===== src/rtl/smsrng_pkg.sv =====
package smsrng_pkg;

    localparam int SEED_W  = 32;
    localparam int VALUE_W = 31;
    localparam int MULT_W  = 15;
    localparam int PROD_W  = SEED_W + MULT_W;
    localparam int TDATA_W = 64;

    localparam logic [MULT_W-1:0]  LCG_MULT  = 15'd16807;
    localparam logic [VALUE_W-1:0] LCG_MOD   = 31'h7FFF_FFFF;
    localparam logic [VALUE_W-1:0] OUT_CLAMP = 31'd2147483389;

    typedef enum logic [2:0] {
        ST_IDLE,
        ST_MUL,
        ST_FOLD,
        ST_SLOT,
        ST_READ,
        ST_EMIT
    } state_t;

    typedef struct packed {
        logic load_w;
        logic mul;
        logic fold;
        logic init_write;
        logic set_last;
        logic update_gen;
        logic calc_slot;
        logic rd;
        logic emit;
    } cmd_t;

    typedef struct packed {
        logic start_init;
        logic out_busy;
    } status_t;

endpackage


===== src/rtl/smsrng_ctrl.sv =====
module smsrng_ctrl
    import smsrng_pkg::*;
#(
    parameter int TABLE_SIZE   = 32,
    parameter int WARMUP_STEPS = 8,
    parameter int CNT_W        = $clog2(TABLE_SIZE + WARMUP_STEPS + 1)
) (
    input  logic             aclk,
    input  logic             aresetn,
    input  logic             s_tvalid,
    output logic             s_tready,
    input  status_t          status,
    output cmd_t             cmd,
    output logic [CNT_W-1:0] init_idx
);

    localparam logic [CNT_W-1:0] INIT_LAST = CNT_W'(TABLE_SIZE + WARMUP_STEPS - 1);
    localparam logic [CNT_W-1:0] TBL_END   = CNT_W'(TABLE_SIZE);

    state_t           state_reg, state_next;
    logic [CNT_W-1:0] cnt_reg, cnt_next;
    logic             init_mode_reg, init_mode_next;

    always_ff @(posedge aclk) begin
        if (!aresetn) begin
            state_reg     <= ST_IDLE;
            cnt_reg       <= '0;
            init_mode_reg <= 1'b0;
        end else begin
            state_reg     <= state_next;
            cnt_reg       <= cnt_next;
            init_mode_reg <= init_mode_next;
        end
    end

    always_comb begin
        state_next     = state_reg;
        cnt_next       = cnt_reg;
        init_mode_next = init_mode_reg;
        cmd            = '0;
        s_tready       = 1'b0;
        case (state_reg)
            ST_IDLE: begin
                s_tready = 1'b1;
                if (s_tvalid) begin
                    cmd.load_w     = 1'b1;
                    init_mode_next = status.start_init;
                    cnt_next       = INIT_LAST;
                    state_next     = ST_MUL;
                end
            end
            ST_MUL: begin
                cmd.mul    = 1'b1;
                state_next = ST_FOLD;
            end
            ST_FOLD: begin
                cmd.fold = 1'b1;
                if (init_mode_reg) begin
                    // warm-up steps run above the table range and are dropped
                    cmd.init_write = (cnt_reg < TBL_END);
                    if (cnt_reg == '0) begin
                        cmd.set_last   = 1'b1;
                        init_mode_next = 1'b0;
                    end else begin
                        cnt_next = cnt_reg - 1'b1;
                    end
                    state_next = ST_MUL;
                end else begin
                    cmd.update_gen = 1'b1;
                    state_next     = ST_SLOT;
                end
            end
            ST_SLOT: begin
                cmd.calc_slot = 1'b1;
                state_next    = ST_READ;
            end
            ST_READ: begin
                cmd.rd     = 1'b1;
                state_next = ST_EMIT;
            end
            ST_EMIT: begin
                // hold until the output register is free
                if (!status.out_busy) begin
                    cmd.emit   = 1'b1;
                    state_next = ST_IDLE;
                end
            end
            default: begin
                state_next = ST_IDLE;
            end
        endcase
    end

    assign init_idx = cnt_reg;

endmodule


===== src/rtl/smsrng_dp.sv =====
module smsrng_dp
    import smsrng_pkg::*;
#(
    parameter int TABLE_SIZE = 32,
    parameter int CNT_W      = 6
) (
    input  logic               aclk,
    input  logic               aresetn,
    input  logic [SEED_W-1:0]  seed,
    input  logic               load_seed,
    input  cmd_t               cmd,
    input  logic [CNT_W-1:0]   init_idx,
    output status_t            status,
    input  logic               m_tready,
    output logic               m_tvalid,
    output logic [VALUE_W-1:0] value,
    output logic [VALUE_W-1:0] next_seed
);

    localparam int IDX_W = $clog2(TABLE_SIZE);
    localparam int R_W   = $clog2(TABLE_SIZE + 1);
    localparam longint unsigned SLOT_DIV = 1 + 64'd2147483646 / TABLE_SIZE;
    localparam longint unsigned RECIP    = 64'd2147483648 / SLOT_DIV;
    localparam logic [VALUE_W-1:0] DIV_C  = VALUE_W'(SLOT_DIV);
    localparam logic [R_W-1:0]     RCP_C  = R_W'(RECIP);
    localparam logic [R_W:0]       TOP_IX = (R_W + 1)'(TABLE_SIZE - 1);

    logic [SEED_W-1:0]  w_reg;
    logic [PROD_W-1:0]  prod_reg;
    logic [VALUE_W-1:0] gen_reg;
    logic [VALUE_W-1:0] last_reg;
    logic [R_W-1:0]     qe_reg;
    logic [IDX_W-1:0]   slot_reg;
    logic [VALUE_W-1:0] rd_reg;
    logic               m_tvalid_reg;
    logic [VALUE_W-1:0] value_reg;
    logic [VALUE_W-1:0] next_seed_reg;

    logic [VALUE_W-1:0] mem [TABLE_SIZE];

    logic               seed_neg;
    logic               seed_zero;
    logic [SEED_W-1:0]  w_load;
    logic [SEED_W-1:0]  w_start;
    logic [SEED_W-1:0]  fold_sum;
    logic [VALUE_W-1:0] fold_red;
    logic [VALUE_W+R_W-1:0] qe_prod;
    logic [VALUE_W+R_W-1:0] q_back;
    logic [VALUE_W+R_W-1:0] rem;
    logic [R_W:0]       q_fix;
    logic [IDX_W-1:0]   slot_next;
    logic               mem_we;
    logic [IDX_W-1:0]   mem_waddr;
    logic [VALUE_W-1:0] mem_wdata;

    // starting point of the generator for an accepted request
    always_comb begin
        seed_neg  = seed[SEED_W-1];
        seed_zero = (seed == '0);
        if (seed_neg) begin
            w_load = '0 - seed;
        end else if (seed_zero || (last_reg == '0)) begin
            // initialization restarts a non-negative seed from 1
            w_load = SEED_W'(1);
        end else begin
            w_load = seed;
        end
        if (load_seed) begin
            w_start           = w_load;
            status.start_init = seed_neg || seed_zero || (last_reg == '0);
        end else begin
            w_start           = (gen_reg == '0) ? SEED_W'(1) : {1'b0, gen_reg};
            status.start_init = (gen_reg == '0) || (last_reg == '0);
        end
        status.out_busy = m_tvalid_reg && !m_tready;
    end

    // fold the product modulo 2^31-1: high part plus low part, one subtract
    always_comb begin
        fold_sum = SEED_W'(prod_reg[PROD_W-1:VALUE_W]) + {1'b0, prod_reg[VALUE_W-1:0]};
        if (fold_sum >= {1'b0, LCG_MOD}) begin
            fold_red = VALUE_W'(fold_sum - {1'b0, LCG_MOD});
        end else begin
            fold_red = fold_sum[VALUE_W-1:0];
        end
    end

    // slot = last / SLOT_DIV by reciprocal estimate plus one correction, clamped to the top index
    always_comb begin
        qe_prod = last_reg * RCP_C;
        q_back  = qe_reg * DIV_C;
        rem     = {{R_W{1'b0}}, last_reg} - q_back;
        q_fix   = {1'b0, qe_reg} + ((rem >= {{R_W{1'b0}}, DIV_C}) ? (R_W + 1)'(1) : '0);
        if (q_fix > TOP_IX) begin
            q_fix = TOP_IX;
        end
        slot_next = q_fix[IDX_W-1:0];
    end

    always_ff @(posedge aclk) begin
        if (cmd.load_w) begin
            w_reg <= w_start;
        end else if (cmd.fold) begin
            w_reg <= {1'b0, fold_red};
        end
        if (cmd.mul) begin
            prod_reg <= w_reg * LCG_MULT;
            qe_reg   <= qe_prod[VALUE_W+R_W-1:VALUE_W];
        end
        if (cmd.calc_slot) begin
            slot_reg <= slot_next;
        end
    end

    always_ff @(posedge aclk) begin
        if (!aresetn) begin
            gen_reg  <= '0;
            last_reg <= '0;
        end else begin
            if (cmd.fold && cmd.update_gen) begin
                gen_reg <= fold_red;
            end
            if (cmd.fold && cmd.set_last) begin
                last_reg <= fold_red;
            end else if (cmd.emit) begin
                last_reg <= rd_reg;
            end
        end
    end

    always_comb begin
        mem_we    = (cmd.fold && cmd.init_write) || cmd.emit;
        mem_waddr = cmd.emit ? slot_reg : init_idx[IDX_W-1:0];
        mem_wdata = cmd.emit ? gen_reg : fold_red;
    end

    always_ff @(posedge aclk) begin
        if (mem_we) begin
            mem[mem_waddr] <= mem_wdata;
        end
        if (cmd.rd) begin
            rd_reg <= mem[slot_reg];
        end
    end

    always_ff @(posedge aclk) begin
        if (!aresetn) begin
            m_tvalid_reg <= 1'b0;
        end else if (cmd.emit) begin
            m_tvalid_reg <= 1'b1;
        end else if (m_tready) begin
            m_tvalid_reg <= 1'b0;
        end
    end

    always_ff @(posedge aclk) begin
        if (cmd.emit) begin
            value_reg     <= (rd_reg > OUT_CLAMP) ? OUT_CLAMP : rd_reg;
            next_seed_reg <= gen_reg;
        end
    end

    assign m_tvalid  = m_tvalid_reg;
    assign value     = value_reg;
    assign next_seed = next_seed_reg;

endmodule


===== src/rtl/shuffled_minimal_standard_rng.sv =====
// Shuffled minimal-standard uniform generator (Lehmer x16807 mod 2^31-1
// feeding a Bays-Durham shuffle table).
// Input stream: one transfer per request. s_tuser is the load flag; when set,
// s_tdata replaces the seed. A seed of zero or less, a zero state, or a zero
// last deviate reinitializes the shuffle table first.
// Output stream: one transfer per request with the deviate and the new state.
// A generator step is a multiply, then a mod fold.
// After acceptance, a plain request runs a step, the slot divide, the table
// read and write back, which loads the output register.
// A request that reinitializes first runs WARMUP_STEPS warm-up steps,
// then TABLE_SIZE table-loading steps, before its plain request work.
// The block works on one request at a time; s_tready is high only while idle.
// Reset clears the state and last deviate, so the first request always
// initializes; the table needs no clearing since initialization fills it.
// A stalled receiver holds the output register; the block then waits at
// write back and does not take new requests until the result is taken.
module shuffled_minimal_standard_rng
    import smsrng_pkg::*;
#(
    parameter int TABLE_SIZE   = 32,
    parameter int WARMUP_STEPS = 8
) (
    input  logic               aclk,
    input  logic               aresetn,
    input  logic               s_tvalid,
    output logic               s_tready,
    input  logic [SEED_W-1:0]  s_tdata,   // [31:0] seed
    input  logic               s_tuser,   // [0] load_seed
    output logic               m_tvalid,
    input  logic               m_tready,
    output logic [TDATA_W-1:0] m_tdata    // [30:0] value, [61:31] next_seed
);

    localparam int CNT_W = $clog2(TABLE_SIZE + WARMUP_STEPS + 1);

    cmd_t               cmd;
    status_t            status;
    logic [CNT_W-1:0]   init_idx;
    logic [VALUE_W-1:0] value;
    logic [VALUE_W-1:0] next_seed;

    smsrng_ctrl #(
        .TABLE_SIZE   (TABLE_SIZE),
        .WARMUP_STEPS (WARMUP_STEPS),
        .CNT_W        (CNT_W)
    ) u_ctrl (
        .aclk     (aclk),
        .aresetn  (aresetn),
        .s_tvalid (s_tvalid),
        .s_tready (s_tready),
        .status   (status),
        .cmd      (cmd),
        .init_idx (init_idx)
    );

    smsrng_dp #(
        .TABLE_SIZE (TABLE_SIZE),
        .CNT_W      (CNT_W)
    ) u_dp (
        .aclk      (aclk),
        .aresetn   (aresetn),
        .seed      (s_tdata),
        .load_seed (s_tuser),
        .cmd       (cmd),
        .init_idx  (init_idx),
        .status    (status),
        .m_tready  (m_tready),
        .m_tvalid  (m_tvalid),
        .value     (value),
        .next_seed (next_seed)
    );

    assign m_tdata = {{(TDATA_W - 2 * VALUE_W){1'b0}}, next_seed, value};

endmodule


===== config.mk =====
export PLATFORM = sky130hd
export DESIGN_NAME = shuffled_minimal_standard_rng
export DESIGN_NICKNAME = d
export VERILOG_FILES = /design/src/rtl/smsrng_pkg.sv /design/src/rtl/smsrng_ctrl.sv /design/src/rtl/smsrng_dp.sv /design/src/rtl/shuffled_minimal_standard_rng.sv
export SDC_FILE = /design/constraint.sdc
export NUM_CORES = 2
export LEC_CHECK = 0
export ABC_AREA = 1
export BUFFER_PORTS_ARGS = -buffer_cell sky130_fd_sc_hd__buf_4
export CORE_UTILIZATION = 50
export DETAILED_ROUTE_END_ITERATION = 6
export GPL_TIMING_DRIVEN = 0
export PLACE_DENSITY = 0.66
export SLEW_MARGIN = 20
export SYNTH_ARGS = -nofsm -noshare
export SYNTH_HDL_FRONTEND = slang
export SYNTH_SLANG_ARGS = --single-unit
export TNS_END_PERCENT = 1

===== constraint.sdc =====
create_clock -name aclk -period 6.67 [get_ports aclk]
set_input_delay 1.334 -clock aclk [delete_from_list [all_inputs] [get_ports aclk]]
set_output_delay 1.334 -clock aclk [all_outputs]
set_load 0.02 [all_outputs]

### Word-level counts from Yosys, hierarchy flattened

Memory sizes are Yosys's and may differ from the RTL's. A register that Yosys moved wholly into a read port is not among the register bits.
Index checks and enable logic that the tools add are counted.

| storage, ports and cells | value |
|---|---|
| flip-flop bits (word level) | 224 |
| latch bits | 0 |
| RAM bits | 992 |
| bits in read-only memories | 0 |
| output and inout bits | 66 |
| word-level logic and storage cells | 97 |
| memories | 1 |

| operators by class | value |
|---|---|
| $add $sub $neg | 6 |
| multiply operators | 1 |
| divide/modulo/power cells | 0 |
| order comparisons | 5 |
| eq/ne operators | 9 |
| shift operators | 0 |
| mux-type cells | 41 |
| bitwise gates (word level) | 0 |
| reductions and logical operators | 22 |

Memories:

| memory | words | bits a word | read ports | clocked after memory_dff | wr ports | RTL line | source |
|---|---|---|---|---|---|---|---|
| u_dp.mem | 32 | 31 | 1 | 1 | 1 | smsrng_dp.sv:39 | `logic [VALUE_W-1:0] mem [TABLE_SIZE];` |

Operators by type and width:

| cell | number |
|---|---|
| $mux 31 | 6 |
| $mux 32 | 4 |
| $logic_not 31->1 | 2 |
| $mul 32x15->47 const B | 1 |
| $ge 37x27->1 const B | 1 |
| $add 16x31->32 | 1 |
| $ge 32x31->1 const B | 1 |
| $logic_not 32->1 | 1 |
| $sub 1x32->32 const A | 1 |
| $sub 31x31->32 | 1 |
| $gt 31x31->1 const B | 1 |
| $sub 31x31->31 const B | 1 |
| $mux 1 | 19 |
| $mux 6 | 3 |
| $pmux 3 s6 | 1 |
| $pmux 6 s2 | 1 |
| $reduce_bool 2->1 | 4 |
| $add 5x7->7 | 1 |
| $gt 7x5->1 const B | 1 |
| $eq 3x2->1 const B | 2 |
| $eq 3x3->1 const B | 2 |
| $logic_not 6->1 | 1 |
| $lt 6x6->1 const B | 1 |
| $mux 3 | 2 |
| other kinds (14) | 25 |

### Logic depth before layout (Yosys ltp)

| depth | value |
|---|---|
| depth in word-level cells | 8 |
| depth in mapped cells | 24 |

### By module

A second synthesis with hierarchy kept.

| second synthesis, totals | value |
|---|---|
| cells, all modules | 5446 |
| area, all modules | 60479.3 um2 |

By module, submodules not included:

| module | times used | cells an instance | area an instance (um2) | seq. area each (um2) |
|---|---|---|---|---|
| smsrng_dp | 1 | 5336 | 59748.6 | 36515.0 |
| smsrng_ctrl | 1 | 107 | 711.9 | 200.2 |
| shuffled_minimal_standard_rng | 1 | 3 | 18.8 | 0.0 |

### Worst setup path before layout

OpenSTA, ideal clock, no wires.

| timing path | value |
|---|---|
| path kind | reg2reg |
| start point | register u_dp.w_reg[13] |
| end point | register u_dp.prod_reg[32], data pin |
| setup time | 0.258 ns |
| arrival time | 5.131 ns |
| slack | 1.281 ns |
| cell stages (with the launch flop) | 24 |
| buffers on the path | 0 |
| period minus slack after synthesis | 5.389 ns |
| cells stage by stage | edfxtp_1 -> inv_1 -> fa_1 -> inv_1 -> ha_1 -> fa_1 -> inv_1 -> fa_1 -> inv_1 -> fa_1 -> inv_1 -> fa_1 -> inv_1 -> ha_1 -> a21oi_1 -> o21ai_0 -> a211oi_1 -> o21ai_0 -> a21oi_1 -> o21ai_0 -> nand2_1 -> nand2_1 -> a21oi_1 -> xnor2_1 |

| on the way | value |
|---|---|
| cells in the longest elaborated chain, start to end | 1 |

Ends and longest elaborated chain:

| item | RTL line | source |
|---|---|---|
| from (decl) | smsrng_dp.sv:28 | `logic [SEED_W-1:0] w_reg;` |
| from (signal assigned) | smsrng_dp.sv:102 | `w_reg <= w_start;` |
| from (signal assigned) | smsrng_dp.sv:104 | `w_reg <= {1'b0, fold_red};` |
| $mul 32x15->47 | smsrng_dp.sv:107 | `prod_reg <= w_reg * LCG_MULT;` |
| to (signal assigned) | smsrng_dp.sv:107 |  |
| to (decl) | smsrng_dp.sv:29 | `logic [PROD_W-1:0] prod_reg;` |

Every way passes these cells.
A chain may end at the register's enable or synchronous reset.

### Worst setup path in the final report

| timing path | value |
|---|---|
| start point | register u_dp.w_reg[11] |
| end point | register u_dp.prod_reg[30], data pin |

The elaborated chain is that of the path after synthesis.

==> qor.yml <==
outcome: "finished clean"
ys_types: 61
pin_count: 103
dieWidth_um: 349
hp-class: "flip-flop to flip-flop"
grt_max_degree: 48
ant_nets: 0
final.min_clock_period_ns: 6.40
crit-reg2reg-launch: "u_dp.w_reg[11]"
fmax_mhz: 156
place_congestion: 1.00
ys_seq_elements: 1247
hp-start: "u_dp.gen_reg[10]"
drt_first_iter_violations: 7345
cts_tree: "yes"
final_cell_mix: "1174 x edfxtp_1, 720 x nor2_1, 649 x o21ai_0"
ys.flop_type: "edfxtp_1"
hold_viol: 0
die_h_um: 349
max_cap_violations: 0
dp_hpwl_um: 159000
worstHoldEndpoint: "u_dp.next_seed[10]"
hold_depth: 0
slew_headroom_pct: 17.9
fin_crit_sh_pct: 96.0
core_area_sq_um: 119000
die_area_sq_um: 122000
rsz0062_at_grt: "false"
clk_path_buf_depth: 3
syn_to_final_growth_pct: 16.0
grt_usage_pct: 34.9
synth-seq-area-share_pct: 61.0
ys_warn_count: 0
syn_area_sq_um: 60200
rrSetupSlack_ns: 0.27
crit_path_end_kind: "flip-flop"
synth_edf_count: 1174
tightestPinTransition_ns: 1.23
io_buffers: 100
initial_utilization_pct: 50.7
stdcell_area_sq_um: 69800
startpoint: "u_dp.w_reg[11]"
final_common_cell: "edfxtp_1"
final_layout_size_suffix_gt1_share_pct: 8.44
reg2reg_to: "u_dp.prod_reg[30]"
antenna_found_initial: 5
grt_pass1_vias: 42700
drt_wl_total_um: 213000
ctsHoldBuffers: 0
dr.pass1.iters: 6
crit_path_max_fanout: 5
rows: 126
fin_ws_ns: 0.269
placed_cell_area_sq_um: 65800
grt_overflow: 0
wl_per_cell_um: 28.8
crit_required_ns: 7.22
postSynth.asyncResetShare_pct: 0
tns_ns: 0
syn_area_per_cell_sq_um: 11.2
rr_worst_depth: 21
grt_pass1_wl_um: 302000
layout.nets: 6102
clkTransAtPathRegs_ns: 0.06
synth_cells: 5379
worstSetupPathType: "flip-flop to flip-flop"
fin_worst_skew_ns: 0.0369
cp-start-kind: "flip-flop"
cts-root-buf: "clkbuf_16"
clkLatencyLatePin_ns: 0.77
setup_violations: 0
largest_register_ff_count: 992
whs_ns: 0.468
slew_violations: 0
via_per_inst: 6.21
clock_sinks: 1247
num_vias: 46000
place_ws_ns: 0.167
worstPathArrival_ns: 6.95
cts_buffers: 130
drc: 0
htreeDepth: 4
## worst max-delay path by stage
stage	to	slack, ns	depth (start not counted)
final	u_dp.prod_reg[30]	0.27	21
after global routing	u_dp.prod_reg[32]	0.01	24
after CTS	u_dp.prod_reg[44]	0.1	22
after detailed placement	u_dp.prod_reg[44]	0.17	22
after global placement	u_dp.mem[8][22]	-2.23	10
after floorplan	u_dp.prod_reg[32]	1.28	23
## critical path: stages (launching register included)
cell and delay, ns:
edfxtp_1 0.66, inv_1 0.25, fa_1 0.58, inv_1 0.05
ha_1 0.27, inv_1 0.05, fa_1 0.49, inv_1 0.04
ha_1 0.31, fa_1 0.53, inv_1 0.05, fa_1 0.52
inv_1 0.04, ha_1 0.42, nand2_1 0.17, o21ai_0 0.39
a21oi_1 0.12, o21ai_0 0.30, a21oi_1 0.18, o21ai_0 0.34
a21oi_1 0.14, xnor2_1 0.29
## per-stage QoR
step / instances / utilization (%)
floorplan: 5380 / -
finish: 7406 / 58.8
global placement: 7080 / 53.0
global route: 7403 / 58.8
CTS: 7397 / 58.7
detailed placement: 7169 / 55.4
## cells in the mapped netlist (7+ instances only)
library cell  number  area, sq um
buf_1             10         37.5
mux2i_1           13          130
clkbuf_1         267         1000
o31ai_1            7         52.6
a21oi_1          151          756
xor2_1            52          455
nor4_1            31          194
nand2_1          486         1820
a31oi_1           54          338
dfxtp_1           73         1460
inv_1            617         2320
o211ai_1          10         75.1
ha_1             218         2730
nor3_1            30          150
fa_1             140         2800
o21ai_2           11         96.3
o21ai_0          678         3390
o21a_1             7         52.6
a32oi_1           26          228
nand4_1           35          219
xnor2_1           20          175
edfxtp_1        1174        35300
nand3_1          168          841
o221ai_1         197         1730
o22ai_1           59          369
nor2_1           754         2830
o21ai_1            7         35.0
## metal layers
metal	GRT usage, %	vias to the layer above	wire length [um]
met3	11.5	588	31600
met5	0	-	27
met2	48.9	3197	87600
met4	16.3	4	11500
met1	49.2	22500	82700
li1	-	19700	-
## timing repair
action / 4_1_cts / 5_1_grt
resized for setup: 0 / 3
setup endpoints to repair: 0 / 8
setup buffers: 0 / 6
## final cells by class
type,count,area (sq um)
diodes,3,7.51
plain buffers,286,1130
clock buffers,170,3510
clock inverters,58,437
fillers,9513,48900
inverters,623,2340
multi-input cells,3224,20600
flip-flops and latches,1247,36700
well taps,1600,2000
repair buffers,195,3040
## logic make-up after synthesis
logic type	after synthesis	share of synthesized area, %
compound gates	1241	12.3
xor+xnor	73	1.09
flops	1247	61.0
simple gates	1537	10.4
other cells	1	0.00623
mux	13	0.216
fa+ha+maj	358	9.19
buf+inv	909	5.74
Power is left out: the tool's default activity adds up to more than one toggle a clock period on the data nets, which glitch-free logic cannot reach.
